===== src/hw/rtl/cppm_pkg.sv =====
// Package for the capture period presence monitor: types, constants and register codes.
package cppm_pkg;

  localparam int unsigned STAMP_BITS = 16;
  localparam int unsigned COUNT_BITS = 16;
  localparam int unsigned TICK_BITS  = 16;
  localparam int unsigned REG_BITS   = 16;
  localparam int unsigned CAP_BITS   = 16;
  localparam int unsigned CFG_IDX_BITS = 3;

  localparam int unsigned STAMP_CMP_BITS = (STAMP_BITS > REG_BITS) ? STAMP_BITS : REG_BITS;
  localparam int unsigned COUNT_CMP_BITS = (COUNT_BITS > REG_BITS) ? COUNT_BITS : REG_BITS;

  typedef enum logic [CFG_IDX_BITS-1:0] {
    REG_PERIOD_MIN        = 3'd0,
    REG_PERIOD_MAX        = 3'd1,
    REG_WINDOW_TICKS      = 3'd2,
    REG_MIN_CAPTURES      = 3'd3,
    REG_MIN_GOOD_PERIODS  = 3'd4,
    REG_STATUS_HALF_TICKS = 3'd5,
    REG_LED_TICKS_GOOD    = 3'd6,
    REG_LED_TICKS_BAD     = 3'd7
  } cfg_reg_e;

  localparam logic [REG_BITS-1:0] RST_PERIOD_MIN        = 16'd150;
  localparam logic [REG_BITS-1:0] RST_PERIOD_MAX        = 16'd250;
  localparam logic [REG_BITS-1:0] RST_WINDOW_TICKS      = 16'd100;
  localparam logic [REG_BITS-1:0] RST_MIN_CAPTURES      = 16'd3;
  localparam logic [REG_BITS-1:0] RST_MIN_GOOD_PERIODS  = 16'd2;
  localparam logic [REG_BITS-1:0] RST_STATUS_HALF_TICKS = 16'd5;
  localparam logic [REG_BITS-1:0] RST_LED_TICKS_GOOD    = 16'd500;
  localparam logic [REG_BITS-1:0] RST_LED_TICKS_BAD     = 16'd250;

  typedef enum logic {
    MODE_CAPTURE = 1'b0,
    MODE_TICK    = 1'b1
  } mode_e;

  typedef struct packed {
    logic [REG_BITS-1:0] period_min;
    logic [REG_BITS-1:0] period_max;
    logic [REG_BITS-1:0] window_ticks;
    logic [REG_BITS-1:0] min_captures;
    logic [REG_BITS-1:0] min_good_periods;
    logic [REG_BITS-1:0] status_half_ticks;
    logic [REG_BITS-1:0] led_ticks_good;
    logic [REG_BITS-1:0] led_ticks_bad;
  } cfg_t;

  typedef struct packed {
    logic                mode;
    logic [CAP_BITS-1:0] capture_value;
  } in_req_t;

  typedef struct packed {
    logic status_level;
    logic led_level;
    logic signal_good;
  } out_rsp_t;

endpackage


===== src/hw/rtl/cppm_cfg.sv =====
// Configuration register file of the capture period presence monitor.
module cppm_cfg
  import cppm_pkg::*;
(
  input  logic                    clk_i,
  input  logic                    rst_ni,
  input  logic                    cfg_we_i,
  input  logic [CFG_IDX_BITS-1:0] cfg_idx_i,
  input  logic [REG_BITS-1:0]     cfg_data_i,
  output cfg_t                    cfg_o
);

  cfg_t cfg_q, cfg_d;

  always_comb begin
    cfg_d = cfg_q;
    if (cfg_we_i) begin
      case (cfg_reg_e'(cfg_idx_i))
        REG_PERIOD_MIN:        cfg_d.period_min        = cfg_data_i;
        REG_PERIOD_MAX:        cfg_d.period_max        = cfg_data_i;
        REG_WINDOW_TICKS:      cfg_d.window_ticks      = cfg_data_i;
        REG_MIN_CAPTURES:      cfg_d.min_captures      = cfg_data_i;
        REG_MIN_GOOD_PERIODS:  cfg_d.min_good_periods  = cfg_data_i;
        REG_STATUS_HALF_TICKS: cfg_d.status_half_ticks = cfg_data_i;
        REG_LED_TICKS_GOOD:    cfg_d.led_ticks_good    = cfg_data_i;
        REG_LED_TICKS_BAD:     cfg_d.led_ticks_bad     = cfg_data_i;
        default:               cfg_d = cfg_q;
      endcase
    end
  end

  always_ff @(posedge clk_i or negedge rst_ni) begin
    if (!rst_ni) begin
      cfg_q.period_min        <= RST_PERIOD_MIN;
      cfg_q.period_max        <= RST_PERIOD_MAX;
      cfg_q.window_ticks      <= RST_WINDOW_TICKS;
      cfg_q.min_captures      <= RST_MIN_CAPTURES;
      cfg_q.min_good_periods  <= RST_MIN_GOOD_PERIODS;
      cfg_q.status_half_ticks <= RST_STATUS_HALF_TICKS;
      cfg_q.led_ticks_good    <= RST_LED_TICKS_GOOD;
      cfg_q.led_ticks_bad     <= RST_LED_TICKS_BAD;
    end else begin
      cfg_q <= cfg_d;
    end
  end

  assign cfg_o = cfg_q;

endmodule


===== src/hw/rtl/capture_period_presence_monitor.sv =====
// Top level of the capture period presence monitor.
//
// Usage: each request on the input channel is either a capture timestamp
// (mode 0) or a 1 ms tick (mode 1). Every request yields exactly one
// response carrying the status pin, LED pin and the last window verdict.
// Captures update the period and capture counters; ticks advance the
// window, status and LED timers.
// Latency: the response is valid the cycle after the request is accepted.
// Throughput: one request per cycle while responses are drained; all
// per-request work (one subtract, a few 16-bit compares and counter
// updates) sits between the request handshake and the response register.
// Stall: in_ready_o stays high while the response register is empty or is
// being drained in the same cycle; a stalled receiver holds the response
// and blocks only further requests.
// Reset: rst_ni clears all counters and flags, sets the LED pin high and
// loads the configuration registers with their defaults. The user writes
// configuration on cfg_we_i/cfg_idx_i/cfg_data_i only while idle; unchecked.
module capture_period_presence_monitor
  import cppm_pkg::*;
(
  input  logic                    clk_i,
  input  logic                    rst_ni,
  input  logic                    cfg_we_i,
  input  logic [CFG_IDX_BITS-1:0] cfg_idx_i,
  input  logic [REG_BITS-1:0]     cfg_data_i,
  input  logic                    in_valid_i,
  output logic                    in_ready_o,
  input  in_req_t                 in_req_i,
  output logic                    out_valid_o,
  input  logic                    out_ready_i,
  output out_rsp_t                out_rsp_o
);

  localparam logic [COUNT_BITS-1:0] COUNT_MAX = {COUNT_BITS{1'b1}};
  localparam logic [TICK_BITS-1:0]  TICK_MAX  = {TICK_BITS{1'b1}};

  cfg_t cfg;

  cppm_cfg u_cfg (
    .clk_i      (clk_i),
    .rst_ni     (rst_ni),
    .cfg_we_i   (cfg_we_i),
    .cfg_idx_i  (cfg_idx_i),
    .cfg_data_i (cfg_data_i),
    .cfg_o      (cfg)
  );

  logic                  have_prev_q, have_prev_d;
  logic [STAMP_BITS-1:0] prev_q, prev_d;
  logic [COUNT_BITS-1:0] caps_q, caps_d;
  logic [COUNT_BITS-1:0] goods_q, goods_d;
  logic [TICK_BITS-1:0]  win_cnt_q, win_cnt_d;
  logic [TICK_BITS-1:0]  stat_cnt_q, stat_cnt_d;
  logic [TICK_BITS-1:0]  led_cnt_q, led_cnt_d;
  logic                  phase_q, phase_d;
  logic                  good_q, good_d;
  logic                  status_q, status_d;
  logic                  led_q, led_d;
  logic                  out_valid_q;
  out_rsp_t              rsp_q;

  logic                  in_fire;
  logic [STAMP_BITS-1:0] stamp;
  logic [STAMP_BITS-1:0] delta;
  logic                  in_range;
  logic [TICK_BITS-1:0]  win_inc, stat_inc, led_inc;
  logic [REG_BITS-1:0]   led_limit;

  assign in_ready_o = !out_valid_q || out_ready_i;
  assign in_fire    = in_valid_i && in_ready_o;

  assign stamp    = STAMP_BITS'(in_req_i.capture_value);
  assign delta    = stamp - prev_q;
  assign in_range = (STAMP_CMP_BITS'(delta) >= STAMP_CMP_BITS'(cfg.period_min)) &&
                    (STAMP_CMP_BITS'(delta) <= STAMP_CMP_BITS'(cfg.period_max));

  assign win_inc  = (win_cnt_q == TICK_MAX) ? TICK_MAX : win_cnt_q + 1'b1;
  assign stat_inc = (stat_cnt_q == TICK_MAX) ? TICK_MAX : stat_cnt_q + 1'b1;
  assign led_inc  = (led_cnt_q == TICK_MAX) ? TICK_MAX : led_cnt_q + 1'b1;

  always_comb begin
    have_prev_d = have_prev_q;
    prev_d      = prev_q;
    caps_d      = caps_q;
    goods_d     = goods_q;
    win_cnt_d   = win_cnt_q;
    stat_cnt_d  = stat_cnt_q;
    led_cnt_d   = led_cnt_q;
    phase_d     = phase_q;
    good_d      = good_q;
    status_d    = status_q;
    led_d       = led_q;
    led_limit   = cfg.led_ticks_bad;
    if (in_fire) begin
      case (mode_e'(in_req_i.mode))
        MODE_CAPTURE: begin
          if (have_prev_q && in_range && goods_q != COUNT_MAX) begin
            goods_d = goods_q + 1'b1;
          end
          have_prev_d = 1'b1;
          prev_d      = stamp;
          if (caps_q != COUNT_MAX) begin
            caps_d = caps_q + 1'b1;
          end
        end
        MODE_TICK: begin
          win_cnt_d  = win_inc;
          stat_cnt_d = stat_inc;
          led_cnt_d  = led_inc;
          if (win_inc >= cfg.window_ticks) begin
            good_d = (COUNT_CMP_BITS'(caps_q) >= COUNT_CMP_BITS'(cfg.min_captures)) &&
                     (COUNT_CMP_BITS'(goods_q) >= COUNT_CMP_BITS'(cfg.min_good_periods));
            caps_d    = '0;
            goods_d   = '0;
            win_cnt_d = '0;
          end
          if (stat_inc >= cfg.status_half_ticks) begin
            stat_cnt_d = '0;
            phase_d    = !phase_q;
            status_d   = good_d && !phase_q;
          end
          led_limit = good_d ? cfg.led_ticks_good : cfg.led_ticks_bad;
          if (led_inc >= led_limit) begin
            led_cnt_d = '0;
            led_d     = !led_q;
          end
        end
        default: begin
          have_prev_d = have_prev_q;
        end
      endcase
    end
  end

  always_ff @(posedge clk_i or negedge rst_ni) begin
    if (!rst_ni) begin
      have_prev_q <= 1'b0;
      prev_q      <= '0;
      caps_q      <= '0;
      goods_q     <= '0;
      win_cnt_q   <= '0;
      stat_cnt_q  <= '0;
      led_cnt_q   <= '0;
      phase_q     <= 1'b0;
      good_q      <= 1'b0;
      status_q    <= 1'b0;
      led_q       <= 1'b1;
      out_valid_q <= 1'b0;
    end else begin
      have_prev_q <= have_prev_d;
      prev_q      <= prev_d;
      caps_q      <= caps_d;
      goods_q     <= goods_d;
      win_cnt_q   <= win_cnt_d;
      stat_cnt_q  <= stat_cnt_d;
      led_cnt_q   <= led_cnt_d;
      phase_q     <= phase_d;
      good_q      <= good_d;
      status_q    <= status_d;
      led_q       <= led_d;
      if (in_fire) begin
        out_valid_q <= 1'b1;
      end else if (out_ready_i) begin
        out_valid_q <= 1'b0;
      end
    end
  end

  always_ff @(posedge clk_i) begin
    if (in_fire) begin
      rsp_q.status_level <= status_d;
      rsp_q.led_level    <= led_d;
      rsp_q.signal_good  <= good_d;
    end
  end

  assign out_valid_o = out_valid_q;
  assign out_rsp_o   = rsp_q;

`ifndef SYNTH
  a_rsp_after_req: assert property (@(posedge clk_i) disable iff (!rst_ni)
    in_fire |=> out_valid_q)
    else $error("no response after accepted request");

  a_capture_keeps_pins: assert property (@(posedge clk_i) disable iff (!rst_ni)
    in_fire && in_req_i.mode == MODE_CAPTURE |=>
      led_q == $past(led_q) && status_q == $past(status_q) && good_q == $past(good_q))
    else $error("capture changed a pin or the verdict");

  a_rsp_matches_state: assert property (@(posedge clk_i) disable iff (!rst_ni)
    in_fire |=> rsp_q.signal_good == good_q && rsp_q.led_level == led_q &&
                rsp_q.status_level == status_q)
    else $error("response does not match updated state");

  a_verdict_clears: assert property (@(posedge clk_i) disable iff (!rst_ni)
    in_fire && in_req_i.mode == MODE_TICK && win_inc >= cfg.window_ticks |=>
      caps_q == '0 && goods_q == '0 && win_cnt_q == '0)
    else $error("window close did not clear counters");

  a_good_le_caps: assert property (@(posedge clk_i) disable iff (!rst_ni)
    goods_q <= caps_q)
    else $error("good period count exceeds capture count");
`endif

endmodule


===== config.mk =====
export PLATFORM = sky130hd
export DESIGN_NAME = capture_period_presence_monitor
export DESIGN_NICKNAME = d
export VERILOG_FILES = /design/src/hw/rtl/cppm_pkg.sv /design/src/hw/rtl/cppm_cfg.sv /design/src/hw/rtl/capture_period_presence_monitor.sv
export SDC_FILE = /design/constraint.sdc
export NUM_CORES = 1
export LEC_CHECK = 0
export ABC_AREA = 1
export BUFFER_PORTS_ARGS = -buffer_cell sky130_fd_sc_hd__buf_2
export CORE_ASPECT_RATIO = 1.1
export CORE_MARGIN = 2
export CORE_UTILIZATION = 40
export CTS_CLUSTER_DIAMETER = 80
export DETAILED_ROUTE_END_ITERATION = 16
export PLACE_DENSITY_LB_ADDON = 0.25
export SYNTH_ARGS = -nofsm -noshare
export SYNTH_HDL_FRONTEND = slang
export SYNTH_SLANG_ARGS = --single-unit

===== constraint.sdc =====
create_clock -name clk_i -period 5.87 [get_ports clk_i]
set_clock_uncertainty 0.15 [all_clocks]
set_input_delay 0.2935 -clock clk_i [delete_from_list [all_inputs] [get_ports clk_i]]
set_output_delay 0.2935 -clock clk_i [all_outputs]
set_load 0.01 [all_outputs]

==> key figures <==
Critical path
  – Reg2Reg Setup Slack: 0.82 ns
  – Type of destination of the critical path: flip-flop
  – FF-to-FF End: led_cnt_q[9]
  – RR Startpoint: win_cnt_q[0]
  – Signal arrival time at the worst endpoint: roughly 5.3 ns
  – CP required: 6.13 ns
  – Reg2reg path depth: 26
  – Critical Path Source Type: flip-flop
  – Crit path top cell by count: nand2_1
  – Crit path max fanout: 17
  – CP max stage cell: nor2_2
  – CP Class: reg2reg
  – Slowest Stage Delay on Critical Path: around 0.48 ns

Finish
  – Most frequent cells in the layout: nand2_1 (507), inv_1 (301), dfrtp_1 (199)
  – Most common cell after layout, fill and taps aside: nand2_1
  – Post-route insts no fill: between 2000 and 3000
  – Final #Nets: 2164
  – Layout overhead on the synthesized area: 12.7%
  – Final core utilization: a little under half
  – Layout cells sized above 1: about a tenth
  – Fillers: about 3800

Power
  – P_leak: roughly 8.6 nW
  – Power Dens Cells: 372 nW/um^2
  – Max VDD drop: about 0.00029 V
  – Final total power: around 6.3 mW

Timing
  – Setup TNS: 0 ns
  – Final-report hold violation count: 0
  – Slew Limit Fails: 0
  – Worst Max-Slew Pin Slew: 0.944 ns
  – Final period utilization: about 86%
  – Unrepaired setup endpoints after global routing: false
  – Max Clk Rate: roughly 0.20 GHz
  – Final setup violation count: 0
  – Min cycle time layout: around 5 ns
  – Slew headroom: a little under two fifths

Logic synthesis
  – Largest area contributor in the netlist: dfrtp_1
  – Seq/Total Area, Yosys: 39.3%
  – Yosys top cell area share: 33.3%
  – Synth warn: 0
  – Syn avg cell area: roughly 7.7 sq um
  – Adder-cell area share of the yosys netlist: between 10 and 15%
  – Synth Flop Type: dfrtp_1
  – Post-synthesis xor/xnor area fraction: under 10%
  – Synth area leaders: dfrtp_1 (33%), nand2_1 (13%), ha_1 (11%)
  – Asr flop ratio synth: a little under 100%
  – FF+latch count, synth: around 230
  – Fraction of synthesized area in multiplexers: 0%
  – Synth unique cells: 50
  – Syn Nets: between 2000 and 2500
  – Simple-Gate Fraction of Synth Area: roughly 26%
  – Mapped Cells: between 1500 and 2000
  – Largest family of logic cells by synthesized area: simple AND/OR/NAND/NOR gates
  – EDFF count, synth: 3
  – Synth Area in Compound Gates: between 10% and 20%
  – Post-Synthesis Cell Area: ~15000 sq um

Routing
  – DR pass1 iterations: 5
  – Post-DR vias/cell: just under 5
  – DRT iter0 DRCs: between 600 and 700
  – ANT nets after route: 0
  – Routed WL per cell: 14.2 um
  – Final wirelength: 35500 um
  – # DRC: 0
  – Via count: 12387

GRT
  – Largest net degree at the start of global routing: 135
  – First-pass GRT wire length: 59700 um
  – Initial antenna violation count: 1
  – Grt ovf: 0
  – Total GRT Usage: between 10% and 20%
  – Number of global-route vias before repair: 11959

Clock network
  – Clock slew at reported path FFs: about 0.06 ns
  – CTS tree: built
  – CTS sink count: between 200 and 250
  – TritonCTS buffer count: 28
  – CTS Buffer Depth: 3
  – Clock Latency Late Sink: 0.56 ns
  – Root Driver: clkbuf_16
  – Htree depth: 1

Status
  – Status: complete, no violations

Hold path
  – Worst Hold End: u_cfg.cfg_o[96]
  – Hold_sp: cfg_data_i[0]
  – Hold path depth: 3
  – HP Class: in2reg

Floorplanning
  – Die Y: a little over 200 um
  – Initial Util: approximately two fifths
  – Io pins: 46
  – Num rows: 74
  – Core area: between 30000 and 40000 sq um
  – Die area: between 30000 and 40000 sq um
  – Die W: between 150 and 200 um

Placement
  – Detailed placement HPWL: roughly 25000 um
  – Port Buffer Count: 45
  – Cells after DPL: about 2400
  – Placer Congestion: about 0.85

Run
  – Max-cap check violation count: 0
## Yosys cell counts, types with 3 or more instances
library cell and instances:
xor2_1 43, buf_2 13, nor2_1 105, a21o_1 5, o21ai_0 178, or2_2 3
o22ai_1 14, clkbuf_1 33, dfstp_2 31, nor3b_1 4, inv_1 301, nand3b_1 3
nor3_4 3, o21bai_1 4, nor2_2 9, nand3_4 3, nand2_2 12, nor3_1 28
o22ai_2 10, buf_4 4, nor3_2 5, buf_6 6, a21oi_1 61, nand2_1 507
dfrtp_1 199, nand4_2 3, xnor2_1 10, o21a_1 4, ha_1 132, nand4_1 28
nand3_1 119, o21ai_1 11, o21ai_2 7, edfxtp_1 3, nand3_2 14, nor4_1 4
## metrics by stage
stage	hold slack (ns)	area [sq um]	setup WS [ns]
floorplan	-0.152	15000	1.68
global placement	0.215	15600	1.04
detailed placement	0.212	15600	0.850
CTS	0.187	16900	0.829
global route	0.178	16900	0.285
finish	0.192	16900	0.821
## flip-flops by register name, indices dropped and copies added (netlist names)
register and count:
phase_q 1, out_valid_o 1, u_cfg.cfg_o 128, caps_q 16, stat_cnt_q 16, prev_q 16
led_q 1, good_q 1, goods_q 16, have_prev_q 1, led_cnt_q 16, out_rsp_o 3
status_q 1, win_cnt_q 16
## cell type report
| cell class | instances | area, sq um | share of cell area (%) |
|---|---|---|---|
| Multi-Input combinational cell | 1342 | 7660 | 45.4 |
| Sequential cell | 233 | 5880 | 34.9 |
| Clock buffer | 40 | 796 | 4.72 |
| Antenna cell | 1 | 2.50 | 0.0148 |
| Timing Repair Buffer | 83 | 618 | 3.66 |
| Inverter | 302 | 1130 | 6.72 |
| Clock inverter | 12 | 155 | 0.920 |
| Tap cell | 494 | 618 | 3.66 |
## how the worst max path moves through the flow
| stage | startpoint | end | slack [ns] | cells after the start |
|---|---|---|---|---|
| 2_1_floorplan | win_cnt_q[0] | out_rsp_o[1] | 1.68 | 28 |
| 3_3_place_gp | win_cnt_q[0] | led_cnt_q[3] | 1.04 | 23 |
| 3_5_place_dp | win_cnt_q[0] | led_cnt_q[6] | 0.85 | 26 |
| 4_1_cts | win_cnt_q[0] | led_cnt_q[9] | 0.83 | 26 |
| 5_1_grt | win_cnt_q[1] | out_rsp_o[1] | 0.28 | 25 |
| 6_report | win_cnt_q[0] | led_cnt_q[9] | 0.82 | 26 |
## what timing repair did
action	CTS	global route
endpoints found under the hold margin	106	0
resized for setup	0	0
hold buffers	34	0
buffers inserted	0	0
## kinds of logic (layout without fill, tap and decap cells)
group           count (synthesis)  count (layout)
flops                         233             233
xor+xnor                       53              53
other cells                     0               1
simple gates                  856             856
compound gates                300             300
fa+ha+maj                     133             133
buf+inv                       360             437
## power by group
| part | leakage [nW] | total, mW | internal (mW) | switching, mW |
|---|---|---|---|---|
| clock | 0.463 | 1.78 | 1.08 | 0.709 |
| sequential | 2.92 | 2.22 | 1.98 | 0.244 |
| combinational | 5.17 | 2.27 | 0.865 | 1.40 |
| total | 8.55 | 6.27 | 3.92 | 2.35 |
## per-layer routing
metal / global-route usage (%) / part of all wire, %
met5: 0 / 0
met4: 4.77 / 2.2
met3: 2.54 / 3.4
met2: 31.0 / 46
met1: 25.8 / 48
## critical path, delay by kind of cell (launching register included)
family	cells	cell delay [ns]
DFF	1	0.37
adders and majority gates	3	0.57
AOI/OAI and AO/OA	1	0.10
buffers and inverters	3	0.38
and+or+nand+nor	19	3.32
(Power assumes the default switching activity.)
